`src/hw/rtl/spid_pkg.sv`:
```
`timescale 1ns / 1ps
// ----------------------------------------------------------------------------
// spid_pkg
// Widths, types and register indices for the saturating PID step unit.
// ----------------------------------------------------------------------------
package spid_pkg;

  localparam int SAMPLE_W   = 24;              // Q16.8 sample
  localparam int GAIN_W     = 16;              // unsigned Q8.8 gain
  localparam int FRAC_W     = 8;
  localparam int LIMIT_W    = 25;              // unsigned Q17.8 bound
  localparam int DRIVE_W    = 26;              // signed Q.8 output
  localparam int ERR_W      = SAMPLE_W + 1;    // difference of two samples
  localparam int SUM_W      = 26;              // kept error sum
  localparam int NSUM_W     = SUM_W + 1;       // sum plus one error
  localparam int PROD_E_W   = GAIN_W + 1 + ERR_W;  // gain times error-sized value
  localparam int PROD_S_W   = GAIN_W + 1 + SUM_W;  // gain times sum
  localparam int TERM_W     = PROD_S_W - FRAC_W;   // widest shifted product
  localparam int TOTAL_W    = TERM_W + 2;
  localparam int CFG_IDX_W  = 3;
  localparam int CFG_DATA_W = LIMIT_W;

  localparam logic [GAIN_W-1:0]  KP_RST        = GAIN_W'(256);
  localparam logic [LIMIT_W-1:0] MAX_ERROR_RST = LIMIT_W'(65536 * 256);
  localparam logic [LIMIT_W-1:0] OUT_LIMIT_RST = LIMIT_W'(65536 * 256);

  typedef enum logic [CFG_IDX_W-1:0] {
    CFG_KP            = 3'd0,
    CFG_KI            = 3'd1,
    CFG_KD            = 3'd2,
    CFG_MAX_ERROR     = 3'd3,
    CFG_MAX_SUM_ERROR = 3'd4,
    CFG_I_TERM_LIMIT  = 3'd5,
    CFG_OUT_LIMIT     = 3'd6
  } cfg_reg_e;

  typedef logic signed [TERM_W-1:0] term_t;

  // the three terms of one beat, between the term and output stages
  typedef struct packed {
    term_t p;
    term_t i;
    term_t d;
  } terms_t;

endpackage

```
`src/hw/rtl/saturating_pid_step_unit.sv`:
```
`timescale 1ns / 1ps
// ----------------------------------------------------------------------------
// saturating_pid_step_unit
// One step of a fixed-point PID controller with saturating P, clamped
// integral and clamped output, in a three-register elastic pipeline.
// ----------------------------------------------------------------------------
//  channel | signals                             | direction
//  --------+-------------------------------------+----------
//  in      | in_valid_i, in_stall_o, setpoint_i, | into block
//          | measured_i                          |
//  out     | out_valid_o, out_stall_i, drive_o   | out of block
//  cfg     | cfg_we_i, cfg_index_i, cfg_data_i   | into block
//
//  One beat per cycle while out_stall_i does not hold the pipeline; a beat
//  taken into the input register reaches drive_o through the term register,
//  then the output register.
//  The error sum and last measurement update as a beat leaves the input
//  register, so successive beats see each other's state with no gap.
//  Reset loads default gains and limits, clears the state and empties the
//  pipeline. out_stall_i backs up stage by stage; in_stall_o rises only
//  once all three registers hold beats.
// ----------------------------------------------------------------------------
module saturating_pid_step_unit (
  input  logic                                   clk_i,
  input  logic                                   rst_ni,
  input  logic                                   in_valid_i,
  output logic                                   in_stall_o,
  input  logic signed [spid_pkg::SAMPLE_W-1:0]   setpoint_i,
  input  logic signed [spid_pkg::SAMPLE_W-1:0]   measured_i,
  output logic                                   out_valid_o,
  input  logic                                   out_stall_i,
  output logic signed [spid_pkg::DRIVE_W-1:0]    drive_o,
  input  logic                                   cfg_we_i,
  input  logic        [spid_pkg::CFG_IDX_W-1:0]  cfg_index_i,
  input  logic        [spid_pkg::CFG_DATA_W-1:0] cfg_data_i
);
  import spid_pkg::*;

  // configuration
  logic [GAIN_W-1:0]  kp_q, ki_q, kd_q;
  logic [LIMIT_W-1:0] max_error_q, max_sum_error_q, i_term_limit_q, out_limit_q;

  // loop state
  logic signed [SUM_W-1:0]    sum_q, sum_d;
  logic signed [SAMPLE_W-1:0] last_meas_q;

  // pipeline
  logic                       s1_valid_q, s2_valid_q, s3_valid_q;
  logic signed [SAMPLE_W-1:0] sp_q, mv_q;
  terms_t                     terms_q, terms_d;
  logic signed [DRIVE_W-1:0]  drive_q, drive_d;

  logic s1_adv, s2_adv, s2_ready, s3_ready, s1_ready, in_accept;

  assign s3_ready  = !s3_valid_q || !out_stall_i;
  assign s2_ready  = !s2_valid_q || s3_ready;
  assign s1_ready  = !s1_valid_q || s2_ready;
  assign s1_adv    = s1_valid_q && s2_ready;
  assign s2_adv    = s2_valid_q && s3_ready;
  assign in_accept = in_valid_i && s1_ready;

  assign in_stall_o  = !s1_ready;
  assign out_valid_o = s3_valid_q;
  assign drive_o     = drive_q;

  // ---------------- term stage ----------------
  logic signed [ERR_W-1:0]    err, dmeas;
  logic signed [NSUM_W-1:0]   err_x, nsum, me_x, ms_x;
  logic signed [PROD_E_W-1:0] p_prod, d_prod;
  logic signed [PROD_S_W-1:0] i_prod;
  term_t                      ol_t, itl_t;

  always_comb begin
    err    = $signed({sp_q[SAMPLE_W-1], sp_q}) - $signed({mv_q[SAMPLE_W-1], mv_q});
    dmeas  = $signed({last_meas_q[SAMPLE_W-1], last_meas_q})
           - $signed({mv_q[SAMPLE_W-1], mv_q});
    err_x  = $signed({{(NSUM_W-ERR_W){err[ERR_W-1]}}, err});
    me_x   = $signed({{(NSUM_W-LIMIT_W){1'b0}}, max_error_q});
    ms_x   = $signed({{(NSUM_W-LIMIT_W){1'b0}}, max_sum_error_q});
    nsum   = $signed({sum_q[SUM_W-1], sum_q}) + err_x;
    ol_t   = $signed({{(TERM_W-LIMIT_W){1'b0}}, out_limit_q});
    itl_t  = $signed({{(TERM_W-LIMIT_W){1'b0}}, i_term_limit_q});

    p_prod = $signed({1'b0, kp_q}) * err;
    i_prod = $signed({1'b0, ki_q}) * sum_q;
    d_prod = $signed({1'b0, kd_q}) * dmeas;

    if (err_x > me_x) begin
      terms_d.p = ol_t;
    end else if (err_x < -me_x) begin
      terms_d.p = -ol_t;
    end else begin
      terms_d.p = TERM_W'(p_prod >>> FRAC_W);
    end

    // integral product uses the sum from before this beat; the clamp checks the sum with this beat's error
    if (nsum > ms_x) begin
      terms_d.i = itl_t;
      sum_d     = SUM_W'(ms_x);
    end else if (nsum < -ms_x) begin
      terms_d.i = -itl_t;
      sum_d     = SUM_W'(-ms_x);
    end else begin
      terms_d.i = TERM_W'(i_prod >>> FRAC_W);
      sum_d     = SUM_W'(nsum);
    end

    terms_d.d = TERM_W'(d_prod >>> FRAC_W);
  end

  // ---------------- output stage ----------------
  logic signed [TOTAL_W-1:0] total, ol_x;

  always_comb begin
    total = $signed({{2{terms_q.p[TERM_W-1]}}, terms_q.p})
          + $signed({{2{terms_q.i[TERM_W-1]}}, terms_q.i})
          + $signed({{2{terms_q.d[TERM_W-1]}}, terms_q.d});
    ol_x  = $signed({{(TOTAL_W-LIMIT_W){1'b0}}, out_limit_q});
    if (total > ol_x) begin
      drive_d = DRIVE_W'(ol_x);
    end else if (total < -ol_x) begin
      drive_d = DRIVE_W'(-ol_x);
    end else begin
      drive_d = DRIVE_W'(total);
    end
  end

  // ---------------- control and state ----------------
  always_ff @(posedge clk_i or negedge rst_ni) begin
    if (!rst_ni) begin
      kp_q            <= KP_RST;
      ki_q            <= '0;
      kd_q            <= '0;
      max_error_q     <= MAX_ERROR_RST;
      max_sum_error_q <= '0;
      i_term_limit_q  <= '0;
      out_limit_q     <= OUT_LIMIT_RST;
      sum_q           <= '0;
      last_meas_q     <= '0;
      s1_valid_q      <= 1'b0;
      s2_valid_q      <= 1'b0;
      s3_valid_q      <= 1'b0;
    end else begin
      if (cfg_we_i) begin
        case (cfg_index_i)
          CFG_KP:            kp_q            <= cfg_data_i[GAIN_W-1:0];
          CFG_KI:            ki_q            <= cfg_data_i[GAIN_W-1:0];
          CFG_KD:            kd_q            <= cfg_data_i[GAIN_W-1:0];
          CFG_MAX_ERROR:     max_error_q     <= cfg_data_i;
          CFG_MAX_SUM_ERROR: max_sum_error_q <= cfg_data_i;
          CFG_I_TERM_LIMIT:  i_term_limit_q  <= cfg_data_i;
          CFG_OUT_LIMIT:     out_limit_q     <= cfg_data_i;
          default: ;
        endcase
      end
      if (s1_adv) begin
        sum_q       <= sum_d;
        last_meas_q <= mv_q;
      end
      if (s1_ready) begin
        s1_valid_q <= in_valid_i;
      end
      if (s2_ready) begin
        s2_valid_q <= s1_valid_q;
      end
      if (s3_ready) begin
        s3_valid_q <= s2_valid_q;
      end
    end
  end

  // payload
  always_ff @(posedge clk_i) begin
    if (in_accept) begin
      sp_q <= setpoint_i;
      mv_q <= measured_i;
    end
    if (s1_adv) begin
      terms_q <= terms_d;
    end
    if (s2_adv) begin
      drive_q <= drive_d;
    end
  end

`ifndef SYNTHESIS
  // the sum is only ever clamped to a 25-bit bound, so it never reaches -2^25
  a_sum_in_range: assert property (@(posedge clk_i) disable iff (!rst_ni)
    sum_q != $signed({1'b1, {(SUM_W-1){1'b0}}}))
    else $error("error sum out of range");

  // loop state moves only when a beat leaves the input register
  a_state_hold: assert property (@(posedge clk_i) disable iff (!rst_ni)
    !s1_adv |=> $stable(sum_q) && $stable(last_meas_q))
    else $error("loop state changed without a beat");

  // input only stalls with every stage occupied
  a_stall_full: assert property (@(posedge clk_i) disable iff (!rst_ni)
    in_stall_o |-> s1_valid_q && s2_valid_q && s3_valid_q && out_stall_i)
    else $error("input stalled with room in the pipeline");

  // a held term beat is not lost
  a_s2_hold: assert property (@(posedge clk_i) disable iff (!rst_ni)
    s2_valid_q && !s3_ready |=> s2_valid_q && $stable(terms_q))
    else $error("term stage dropped a beat");
`endif

endmodule
```
`config.mk`:
```
export PLATFORM = sky130hd
export DESIGN_NAME = saturating_pid_step_unit
export DESIGN_NICKNAME = d
export VERILOG_FILES = /design/src/hw/rtl/spid_pkg.sv /design/src/hw/rtl/saturating_pid_step_unit.sv
export SDC_FILE = /design/constraint.sdc
export NUM_CORES = 2
export LEC_CHECK = 0
export ABC_AREA = 1
export BUFFER_PORTS_ARGS = -buffer_cell sky130_fd_sc_hd__buf_2
export CORE_UTILIZATION = 40
export CTS_CLUSTER_DIAMETER = 120
export DETAILED_ROUTE_END_ITERATION = 16
export PLACE_DENSITY = 0.64
export SLEW_MARGIN = 30
export SYNTH_ARGS = -nofsm -noshare
export SYNTH_HDL_FRONTEND = slang
export SYNTH_SLANG_ARGS = --single-unit
```
`constraint.sdc`:
```
create_clock -name clk_i -period 17.7 [get_ports clk_i]
set_input_delay 1.77 -clock clk_i [delete_from_list [all_inputs] [get_ports clk_i]]
set_output_delay 1.77 -clock clk_i [all_outputs]
set_load 0.05 [all_outputs]
```
-- Yosys cells after proc, flatten, opt, wreduce, memory -nomap -nowiden
Index checks and enable logic that the tools add are counted.
W data, S select, Z words.
- equal/unequal tests: 6
- bitwise operators: 0
- shifts and indexed selects: 0
- reductions and logical operators: 19
- $add $sub $neg: 10
- divide/modulo/power cells: 0
- $mul: 3
- multiplexer cells: 8
- order comparisons: 6
- operators with widths (kind ; count):
    $mul A17 B25 Y42 ; 2
    $mux W26 ; 3
    $mux W25 ; 3
    $mux W35 ; 2
    $neg A25 Y35 ; 2
    $neg A25 Y27 ; 2
    $sub A24 B24 Y25 ; 2
    $mul A17 B26 Y43 ; 1
    $add A36 B34 Y37 ; 1
    $gt A37 B26 Y1 ; 1
    $lt A37 B37 Y1 ; 1
    $neg A25 Y37 ; 1
    $add A35 B35 Y36 ; 1
    $add A26 B25 Y27 ; 1
    $gt A27 B26 Y1 ; 1
    $lt A25 B27 Y1 ; 1
    $lt A27 B27 Y1 ; 1
    $gt A25 B26 Y1 ; 1
    $reduce_and A2 Y1 ; 7
    $eq A3 B3 Y1 const B ; 3
    $eq A3 B2 Y1 const B ; 2
    $logic_not A1 Y1 ; 5
    $eq A3 B1 Y1 const B ; 1
    $logic_and A1 B1 Y1 ; 3
    2 further kinds ; 4
- memory bits (read-only): 0
- bits in latches: 0
- output and inout port bits: 28
- memory bits (writable): 0
- memories kept: 0
- input bits: 81
- bits in registers: 379
- logic and storage cells: 73

-- Depth between registers and ports, before layout
- depth after elaboration: 5
- gate-level depth with buffers: 42

-- Worst setup path after synthesis
Ideal clock, no wire load.
- path type: reg-to-reg
- start point: register mv_q[0]
- end point: register terms_q[104] in the netlist's numbering, data pin
- data arrival time: 7.190 ns
- stages on the path, launching flop included: 38
- setup slack: 10.261 ns
- setup time: 0.249 ns
- cells stage by stage: edfxtp_1 > ha_1 > fa_1 > nand3b_1 > nand2_1 > nand2_1 > nand2_2 > nand4_1 > nand2_2 > nand2_1 > nand2_1 > or2_1 > nand2_2 > inv_1 > nand2_1 > fa_1 > fa_1 > inv_1 > [... 2 more ...] > fa_1 > inv_1 > fa_1 > inv_1 > ha_1 > nand2_1 > nor2_1 > inv_1 > nor2_1 > inv_1 > nor3_1 > nand3_1 > nand3_1 > xor2_1 > nand2_1 > nand2_1 > nand2_1 > inv_1
- cells in the longest elaborated chain, start to end: 3
- elaborated cells on any way between the ends: 5
- classes of those cells: add/sub (1); mul (1); order compare (2); mux (1)
- RTL lines (what ; RTL line ; text):
    start, declared ; saturating_pid_step_unit.sv:49 ; logic signed [SAMPLE_W-1:0] sp_q, mv_q;
    start signal, assigned ; saturating_pid_step_unit.sv:176 ; mv_q <= measured_i;
    $sub A24 B24 Y25 (*) ; saturating_pid_step_unit.sv:74 ; err = $signed({sp_q[SAMPLE_W-1], sp_q}) - $signed({mv_q[SAMPLE_W-1], mv_q});
    $mul A17 B25 Y42 or $lt A25 B27 Y1 (tied branches) ; saturating_pid_step_unit.sv:84, saturating_pid_step_unit.sv:90 ;
    $mux W35 ; saturating_pid_step_unit.sv:90 ; end else if (err_x < -me_x) begin
    end signal, assigned ; saturating_pid_step_unit.sv:179 ; terms_q <= terms_d;
    end, declared ; saturating_pid_step_unit.sv:50 ; terms_t terms_q, terms_d;
Every way passes the cells marked *; elsewhere a longest branch is shown, timed or not.
A chain may end at the register's enable or synchronous reset.

-- Worst setup path in the final report
- start point: register mv_q[0]
- end point: register terms_q[100] in the netlist's numbering, data pin
Same word-level chain as after synthesis.

==> flow_metrics.py <==
metrics = {
    "synth": {
        "synth_edf_count": 178,
        "async_flop_share": 0.530,
        "avgSynthCellArea_sq_um": 7.79,
        "syn_inst": 9432,
        "syn_nets": 11300,
        "synthDistinctLibCells": 67,
        "ys.flop_type": "dfrtp_1",
        "ys_warn_count": 0,
        "ys_seq_area_frac": 0.141,
        "syn_area_sq_um": 73500,
        "synth-seq-cells": 379,
    },
    "grt": {
        "antenna_found_initial": 21,
        "grt_overflow_total": 0,
        "grt.total_usage": 0.282,
        "grt_pass1_vias": 64900,
        "grt_first_pass_wirelength_um": 395000,
        "grt_max_degree": 75,
    },
    "final_layout": {
        "fill_cells": 18300,
        "final_cell_mix": "nand2_1 (2,208), inv_1 (2,139), fa_1 (1,220)",
        "layout-drive-gt1-share": 0.0488,
        "nets": 11300,
        "areaGrowthSynthToFinish_pct": 6.50,
        "multi_input_area_sq_um": 53800,
        "seq_area_sq_um": 10400,
        "fin_util": 0.431,
        "layout_commonest_cell": "nand2_1",
    },
    "worst_setup_path": {
        "crit_top_cell": "nand2_1",
        "crit_path_start": "mv_q[0]$_DFFE_PP_",
        "end_kind": "register",
        "critPathLaunchType": "register",
        "cp_max_fo": 14,
        "worstPathArrival_ps": 9500,
        "reg2reg_from": "mv_q[0]$_DFFE_PP_",
        "crit_path_top_delay_cell": "fa_1",
        "worstSetupPathType": "reg2reg",
        "cp.required_ps": 18110,
        "max_stage_delay_ps": 750,
    },
    "clock_network": {
        "path_clk_slew_ps": 60,
        "cts_root_buf": "clkbuf_16",
        "htreeDepth": 2,
        "clk_latency_ps": 680,
        "ctsHoldBuffers": 0,
        "clkSinkCount": 379,
        "clockBufferDepth": 3,
        "cts_buffers": 47,
        "ctsResizeCount": 0,
        "cts_setup_buffers": 0,
        "cts_tree": "yes",
    },
    "hold_path": {
        "min_from": "sum_q[20]$_DFFE_PN0P_",
        "hold_path_class": "reg2reg",
    },
    "detailed_routing": {
        "detail_route.iter0.violations": 5642,
        "ant_nets": 0,
        "avgRoutedWirePerCell_um": 21.7,
        "firstDrtPassIters": 6,
        "drt_wl_total_um": 258000,
        "vias": 62700,
        "drc": 0,
        "vias_per_cell": 5.28,
    },
    "placed_design": {
        "globalplace.congestion": 0.990,
        "portBuffers": 108,
        "hpwl_um": 211000,
    },
    "floorplanning": {
        "die-width_um": 431,
        "row_count": 156,
        "dieArea_sq_um": 185000,
        "io-pin-count": 109,
        "coreArea_sq_um": 182000,
        "die_y_um": 431,
        "start_util": 0.404,
    },
    "sta": {
        "max_slew.worst_pin.slew_ps": 1070,
        "slew-limit-headroom": 0.284,
        "tns_ps": 0,
        "period_share": 0.513,
        "slew_viol_final": 0,
        "fin_skew_ps": 26.7,
        "rsz0062_at_grt": "no",
        "finalSetupViolations": 0,
        "max_clock_freq_mhz": 110,
        "period_needed_ps": 9080,
        "hold_violations": 0,
    },
    "outcome": {
        "status": "finished clean",
    },
    "flow_run": {
        "drv_cap": 0,
    },
}
[critical path: cells and delay by family (launching register included)]
family	cells	cell delay, ps
simple gates	19	2760
xor+xnor	1	70
fa+ha+maj	9	4490
flops	1	420
buf+inv	6	1080
[area by class of cell]
| class | instances | share of cell area |
|---|---|---|
| sequential | 379 | 0.133 |
| timing repair buffer | 193 | 0.0156 |
| tap | 2449 | 0.0391 |
| multi-input combinational | 6579 | 0.687 |
| clock inverter | 32 | 0.00454 |
| antenna | 30 | 0.000959 |
| clock buffer | 54 | 0.0158 |
| inverter | 2172 | 0.104 |
[registers in the layout (all words and copies together), names as in the netlist, 25 cells and up]
signal	count
terms_q	104
drive_o	26
sum_q	26
i_term_limit_q	25
max_error_q	25
max_sum_error_q	25
out_limit_q	25
[cell families (layout without fill, tap and decap cells)]
logic type                 Yosys count  count (layout)  share of synthesized area
xor gates and xnor gates           228             228                     0.0276
buffers and inverters             2474            2451                      0.128
adders and majority gates         1800            1800                      0.431
AOI/OAI and AO/OA                  935             935                     0.0692
other                                0              30                          0
DFF                                379             379                      0.141
and+or+nand+nor                   3616            3616                      0.203
[worst paths after layout]
kind	slack, ps	cells after the start	to
max	8620	35	terms_q[100]$_SDFFCE_PP0P_
min	480	2	sum_q[20]$_DFFE_PN0P_
max reg2reg	8620	35	terms_q[100]$_SDFFCE_PP0P_
min reg2reg	480	2	sum_q[20]$_DFFE_PN0P_
max in group asynchronous	14910	3	i_term_limit_q[18]$_DFFE_PN0P_
min in group asynchronous	1070	1	kp_q[15]$_DFFE_PN0P_
[synthesized netlist by cell type, drive strengths merged, types with 3 or more instances]
cell type  instances  share of area
nand2           2242           0.12
inv             2154           0.11
fa              1220           0.33
nor2             739          0.039
ha               580          0.099
o21ai            428          0.029
nand3            354          0.025
a21oi            340          0.023
clkbuf           255          0.013
dfrtp            198          0.067
edfxtp           178          0.073
xor2             168          0.020
or2               81         0.0069
nor3              78         0.0059
xnor2             60         0.0073
nand4             59         0.0050
buf               47         0.0039
a31oi             36         0.0031
nor4              33         0.0029
o21bai            33         0.0034
a21o              27         0.0028
o21a              20         0.0020
nand3b            19         0.0019
clkinv            18        0.00092
a21boi            13         0.0014
o211ai            13         0.0013
a211oi             6        0.00061
and3               6        0.00051
o2111ai            4        0.00048
o221ai             4        0.00048
dfstp              3         0.0011
o31ai              3        0.00031
[stage by stage]
step                      area (sq um)  hold WS [ps]  setup slack, ps  std cells
after floorplan                  73500           447            10260       9432
after global placement           76600           471             8760      11800
after detailed placement         76600           475             8660      11800
after CTS                        78200           492             8620      11900
after global routing             78200           514             8030      11900
final                            78300           485             8620      11900
[per-layer routing]
layer	wire (um)	share of wire	up-vias	track usage
li1	-	-	28400	-
met1	106000	0.41	31200	0.369
met2	118000	0.46	2716	0.451
met3	22500	0.087	513	0.0530
met4	12300	0.048	4	0.129
met5	25	0.000097	-	0
Power is left out: the tool's default activity adds up to more than one toggle a clock period on the data nets, which glitch-free logic cannot reach.
